===== config.mk =====
export PLATFORM = sky130hd
export DESIGN_NAME = pvrtc_queue
export DESIGN_NICKNAME = d
export VERILOG_FILES = /design/src/rtl/pvrtc_pkg.sv /design/src/rtl/pvrtc_queue.sv
export SDC_FILE = /design/constraint.sdc
export NUM_CORES = 1
export LEC_CHECK = 0
export ABC_AREA = 1
export BUFFER_PORTS_ARGS = -buffer_cell sky130_fd_sc_hd__buf_4
export CORE_UTILIZATION = 52
export DETAILED_ROUTE_END_ITERATION = 16
export PLACE_DENSITY = 0.84
export SLEW_MARGIN = 20
export SYNTH_ARGS = -nofsm -noshare
export SYNTH_HDL_FRONTEND = slang
export SYNTH_SLANG_ARGS = --single-unit

===== constraint.sdc =====
create_clock -name clock -period 3.5 [get_ports clock]
set_input_delay 0.7 -clock clock [delete_from_list [all_inputs] [get_ports clock]]
set_output_delay 0.7 -clock clock [all_outputs]
set_load 0.05 [all_outputs]

===== src/rtl/pvrtc_pkg.sv =====
// Shared types, constants and decode functions for the PVRTC texel decoder.
// Depends on nothing; every other file of the block imports it.
package pvrtc_pkg;

   // Operation codes of an input transaction.
   localparam logic OP_LOAD   = 1'b0;
   localparam logic OP_SAMPLE = 1'b1;

   // Configuration register indexes.
   localparam logic [1:0] CSR_TWO_BPP = 2'd0;
   localparam logic [1:0] CSR_ACROSS  = 2'd1;
   localparam logic [1:0] CSR_DOWN    = 2'd2;

   // Legal range of the size registers.
   localparam logic [3:0] LOG_MIN = 4'd1;
   localparam logic [3:0] LOG_MAX = 4'd11;

   // Modulation weight that marks a punch-through pixel.
   localparam logic [3:0] PUNCH = 4'd14;

   // Queue between front and back.
   localparam int QUEUE_DEPTH = 4;
   localparam int QUEUE_PTR_W = 2;
   localparam int QUEUE_CNT_W = 3;

   typedef struct packed {
      logic        operation;
      logic [11:0] block_index;
      logic [63:0] block_word;
      logic [13:0] pixel_x;
      logic [12:0] pixel_y;
   } req_type;

   typedef struct packed {
      logic [7:0] red;
      logic [7:0] green;
      logic [7:0] blue;
      logic [7:0] alpha;
   } rsp_type;

   // Configuration as the datapath sees it, sizes already clamped.
   typedef struct packed {
      logic       two_bpp;
      logic [3:0] across_log;
      logic [3:0] down_log;
   } cfg_type;

   // Classified transaction handed from front to back.
   typedef struct packed {
      logic        is_load;
      logic [1:0]  load_bank;
      logic [63:0] block_word;
      logic        quad_x_odd;
      logic        quad_y_odd;
      logic [2:0]  frac_x;
      logic [1:0]  frac_y;
      logic [3:0]  x_low;
      logic [2:0]  y_low;
   } item_type;

   // One colour: index 0 red, 1 green, 2 blue, 3 alpha.
   typedef logic [3:0][4:0] colour_type;
   // Index 0 is colour A, index 1 colour B.
   typedef colour_type [1:0] colour_pair_type;

   function automatic logic [3:0] plain_weight(input logic [1:0] v);
      logic [3:0] w;
      unique case (v)
         2'd0: w = 4'd0;
         2'd1: w = 4'd3;
         2'd2: w = 4'd5;
         default: w = 4'd8;
      endcase
      return w;
   endfunction

   function automatic logic [3:0] punch_weight(input logic [1:0] v);
      logic [3:0] w;
      unique case (v)
         2'd0: w = 4'd0;
         2'd1: w = 4'd4;
         2'd2: w = PUNCH;
         default: w = 4'd8;
      endcase
      return w;
   endfunction

   // Modulation weight stored in a block for local pixel (lx, ly).
   function automatic logic [3:0] stored_mod(input logic [63:0] word, input logic two_bpp,
                                             input logic [2:0] lx, input logic [1:0] ly);
      logic [31:0] w;
      logic        mode;
      logic [3:0]  k;
      logic [1:0]  v;
      logic [3:0]  res;
      w = word[31:0];
      mode = word[32];
      k = {ly, lx[2:1]};
      v = 2'd0;
      if (!two_bpp) begin
         v = w[{ly, lx[1:0], 1'b0} +: 2];
         res = mode ? punch_weight(v) : plain_weight(v);
      end else if (!mode) begin
         res = w[{ly, lx}] ? 4'd8 : 4'd0;
      end else begin
         v = w[{k, 1'b0} +: 2];
         // The first entry and, when flagged, entry ten carry only their high bit.
         if (k == 4'd0) begin
            v = w[1] ? 2'd3 : 2'd0;
         end else if (k == 4'd10 && w[0]) begin
            v = w[21] ? 2'd3 : 2'd0;
         end
         res = plain_weight(v);
      end
      return res;
   endfunction

   // Expands the colour word of a block into colours A and B.
   function automatic colour_pair_type colours(input logic [31:0] cw);
      logic [15:0]     a;
      logic [15:0]     b;
      colour_pair_type c;
      a = cw[15:0];
      b = cw[31:16];
      if (b[15]) begin
         c[1][0] = b[14:10];
         c[1][1] = b[9:5];
         c[1][2] = b[4:0];
         c[1][3] = 5'd15;
      end else begin
         c[1][0] = {b[11:8], b[11]};
         c[1][1] = {b[7:4], b[7]};
         c[1][2] = {b[3:0], b[3]};
         c[1][3] = {1'b0, b[14:12], 1'b0};
      end
      if (a[15]) begin
         c[0][0] = a[14:10];
         c[0][1] = a[9:5];
         c[0][2] = {a[4:1], a[4]};
         c[0][3] = 5'd15;
      end else begin
         c[0][0] = {a[11:8], a[11]};
         c[0][1] = {a[7:4], a[7]};
         c[0][2] = {a[3:1], a[3:2]};
         c[0][3] = {1'b0, a[14:12], 1'b0};
      end
      return c;
   endfunction

   // Morton address of block (bx, by); coordinates already masked to the texture.
   function automatic logic [21:0] morton(input logic [10:0] bx, input logic [10:0] by,
                                          input logic [3:0] la, input logic [3:0] ld);
      logic [3:0]  least;
      logic [10:0] rest;
      logic [21:0] addr;
      int          s;
      least = (la < ld) ? la : ld;
      rest = (la < ld) ? by : bx;
      addr = '0;
      for (s = 0; s < 11; s++) begin
         if (s < int'(least)) begin
            addr[2 * s] = by[s];
            addr[2 * s + 1] = bx[s];
         end
      end
      addr = addr | ({11'd0, rest >> least} << {least, 1'b0});
      return addr;
   endfunction

endpackage


===== src/rtl/pvrtc_queue.sv =====
// Short FIFO between the front end and the back end.
// Uses pvrtc_pkg for its depth.
module pvrtc_queue
   import pvrtc_pkg::*;
#(
   parameter int WIDTH = 128
) (
   input  logic             clock,
   input  logic             reset,
   input  logic             push,
   input  logic [WIDTH-1:0] push_data,
   output logic             full,
   input  logic             pop,
   output logic [WIDTH-1:0] pop_data,
   output logic             not_empty
);

   logic [WIDTH-1:0]       entry_ff [QUEUE_DEPTH];
   logic [QUEUE_PTR_W-1:0] wr_ptr_ff, wr_ptr_in, rd_ptr_ff, rd_ptr_in;
   logic [QUEUE_CNT_W-1:0] count_ff, count_in;

   assign full = (count_ff == QUEUE_CNT_W'(QUEUE_DEPTH));
   assign not_empty = (count_ff != '0);
   assign pop_data = entry_ff[rd_ptr_ff];

   // Pointer and fill count update.
   always_comb begin
      wr_ptr_in = push ? wr_ptr_ff + 1'b1 : wr_ptr_ff;
      rd_ptr_in = pop ? rd_ptr_ff + 1'b1 : rd_ptr_ff;
      count_in = count_ff;
      if (push && !pop) begin
         count_in = count_ff + 1'b1;
      end else if (pop && !push) begin
         count_in = count_ff - 1'b1;
      end
   end

   always_ff @(posedge clock) begin
      if (reset) begin
         wr_ptr_ff <= '0;
         rd_ptr_ff <= '0;
         count_ff <= '0;
      end else begin
         wr_ptr_ff <= wr_ptr_in;
         rd_ptr_ff <= rd_ptr_in;
         count_ff <= count_in;
      end
   end

   // Entry storage.
   always_ff @(posedge clock) begin
      if (push) begin
         entry_ff[wr_ptr_ff] <= push_data;
      end
   end

`ifndef SYNTHESIS
   assert property (@(posedge clock) disable iff (reset)
      count_ff <= QUEUE_CNT_W'(QUEUE_DEPTH))
      else $error("queue fill count beyond depth");
   assert property (@(posedge clock) disable iff (reset)
      push && !pop |=> count_ff == $past(count_ff) + 1'b1)
      else $error("queue count did not grow on push");
   assert property (@(posedge clock) disable iff (reset)
      pop && !push |=> count_ff == $past(count_ff) - 1'b1)
      else $error("queue count did not shrink on pop");
`endif

endmodule


==> metrics <==
class of the worst hold path input pin to flop; worst-path maximum fanout 200; sequential share of the synthesized area between 70 and 80%; final-stage net count between 1500 and 2000; ys async rst share 0%; most common cell after layout, fill and taps aside edfxtp_1; Final Skew approximately 15 ps; highest-delay cell along the critical path buf_12; cts hold-fix bufs 0; net switching power 0.003840 W; FF-to-FF path depth 5; 1st-iter DRT viols ~670; Post-Syn Area 0.01978 mm^2; cell internal pwr roughly 0.011 W; outcome complete, no violations; Cell Area, Placed 0.02218 mm^2; GRT Total Usage 21.56%; RSZ-0062 raised after global routing no; cell taking the most area after synthesis edfxtp_1; initial antenna violation count 3; IO Pins roughly 260; Slew HR 22.67%; CP Cell Sequence buf_12 -> o21ai_0 -> o22ai_2 -> buf_4; Max Clk Rate around 300 MHz; remaining antenna violation count 0; Critical Path RT 2800 ps; row cnt between 70 and 80; critical path's top delay family buffers and inverters; CP Buf/Inv Count 2; Post-Layout Cell Count between 2000 and 2500; worst hold path depth 2; leak pwr approximately 8.3 nW; fraction of layout cells with a size suffix above 1 27.86%; hold endpoint count_ff[0]$_SDFFE_PP0P_; worst hold slack 288.7 ps; commonest non-fill, non-tap cells in the layout edfxtp_1, buf_4, nor2_1; TritonCTS clock tree built; worst vdd ir approximately 500 uV; Max H-tree Level 2; switching share of power about a quarter; syn_area_per_cell ~15 um^2; Yosys reg bits 521; Setup crit start kind flop; final instance area around 0.024 mm^2; Inst Count DP 2008; global-route wire length before repair around 64000 um; clock sink count ~520; metal3 WL just over 4000 um; postcts setup bufs 0; Port Buf Inserts about 260; clock share of power 37.5%; Die ar. approximately 0.039 mm^2; Die W 197.0 um; FF-to-FF setup slack 1650 ps; Slew @ Worst Pin 1160 ps; total grt overflow 0; syn_nets around 1400; final hold viol count 0; routed wl met2 20900 um; post-synth top area share roughly 78%; Syn Inst Count 1297; post-route setup slack between 200 and 250 ps; EDFF count, synth 512; PwrDens around 620 mW/mm^2; Worst setup EP type output pin; Core Area approximately 0.038 mm^2; Setup Crit Path Kind flop to output pin; clock latency on the worst-skew pair between 500 and 600 ps; synth top area cells edfxtp_1, nor2_1, o21ai_0; register share of total power approximately half; Critical Path AT roughly 2600 ps; clock tree buffer depth 3; CTS clk-pin slew, worst paths 60 ps; Starting Density a little over half; min Tclk post-route about 3300 ps; Synth warnings 0; dpl ws ~960 ps; DR top layer met5; Most used DFF post-synth edfxtp_1; Crit Reg-Reg Endpoint entry_ff[1][69]$_DFFE_PP_; post_cts resized 0; Syn-to-layout area delta 20.99%; Residual DRC 0; DR vias 11640; Logic pwr share 14.3%; DR vias/cell ~5.5; Synth cell types 26; Placer Congestion a little over 0.7; WL/cell roughly 20 um; hold_sp reset; Max-Cap Viols 0; root buffer cell clkbuf_16; wire length on met1 16210 um; period utilization 93.76%; Setup violations, final 0; DR pass1 iterations 5; fin. max-slew vios 0; vias in the first global route approximately 12000; post-detail-place hpwl 23210 um; CTS buffer count 51; final setup TNS 0 ps; die height 197.0 um; Crit path largest cell delay about 450 ps; worst r2r src wr_ptr_ff[1]$_SDFFE_PP0P_; largest net degree at the start of global routing about 200; Routed WL roughly 42000 um
stage by stage:
step / power [W] / util [%]
after floorplan: 0.008753 / -
after global placement: 0.009404 / 59.02
after detailed placement: 0.009464 / 59.02
after CTS: 0.01505 / 63.66
after global routing: 0.01540 / 63.66
final: 0.01494 / 63.67
state kept, by name, indices dropped and copies added (netlist names), named ones only:
signal,cells
entry_ff,512
rd_ptr_ff,2
wr_ptr_ff,2
count_ff,3
worst max-delay path by stage:
stage,cells past startpoint,endpoint,startpoint,slack (ps)
after floorplan,2,entry_ff[0][0]$_DFFE_PP_,push,440
after global placement,4,pop_data[31],flop,1000
after detailed placement,4,pop_data[50],flop,960
after CTS,4,pop_data[17],flop,260
after global routing,4,pop_data[90],flop,140
final,4,pop_data[90],flop,220
Yosys cell counts (2+ instances only):
cell / number
edfxtp_1: 512
nor2_1: 233
o21ai_0: 147
o21ai_1: 114
o22ai_1: 88
o22ai_2: 40
clkbuf_1: 35
nor2_2: 30
buf_2: 17
buf_6: 17
inv_1: 14
nand2_1: 10
buf_4: 9
dfxtp_1: 9
ha_1: 5
buf_12: 4
a21oi_1: 3
inv_2: 2
area by class of cell:
class	count	area (um^2)
multi-input cells	675	3580
repair buffers	284	2307
clock inverters	34	396.6
diodes	1	2.502
clock buffers	59	1349
inverters	17	88.84
fillers	2569	13650
flip-flops and latches	521	15560
well taps	511	639.4
logic make-up (layout without fill, tap and decap cells):
logic type	after synthesis	after routing	synth area share (%)
xor gates and xnor gates	1	1	0.04430
buffers and inverters	101	394	3.239
other	0	1	0
and+or+nand+nor	276	276	5.644
AOI/OAI and AO/OA	392	392	12.00
DFF	521	521	78.66
adders and majority gates	6	6	0.4176
power by group through the flow:
stage          registers (W)  clock network, W  logic [W]
4_1_cts              0.00720           0.00570    0.00214
5_1_grt              0.00722           0.00594    0.00225
3_5_place_dp         0.00733                 0    0.00213
2_1_floorplan        0.00733                 0    0.00142
3_3_place_gp         0.00732                 0    0.00208
6_report             0.00720           0.00561    0.00213
routing by layer:
metal	vias to the layer above	GRT usage, %
li1	5420	-
met1	5733	26.36
met2	419	35.98
met3	70	7.273
met4	2	7.235
met5	-	0
(Power assumes the default switching activity.)
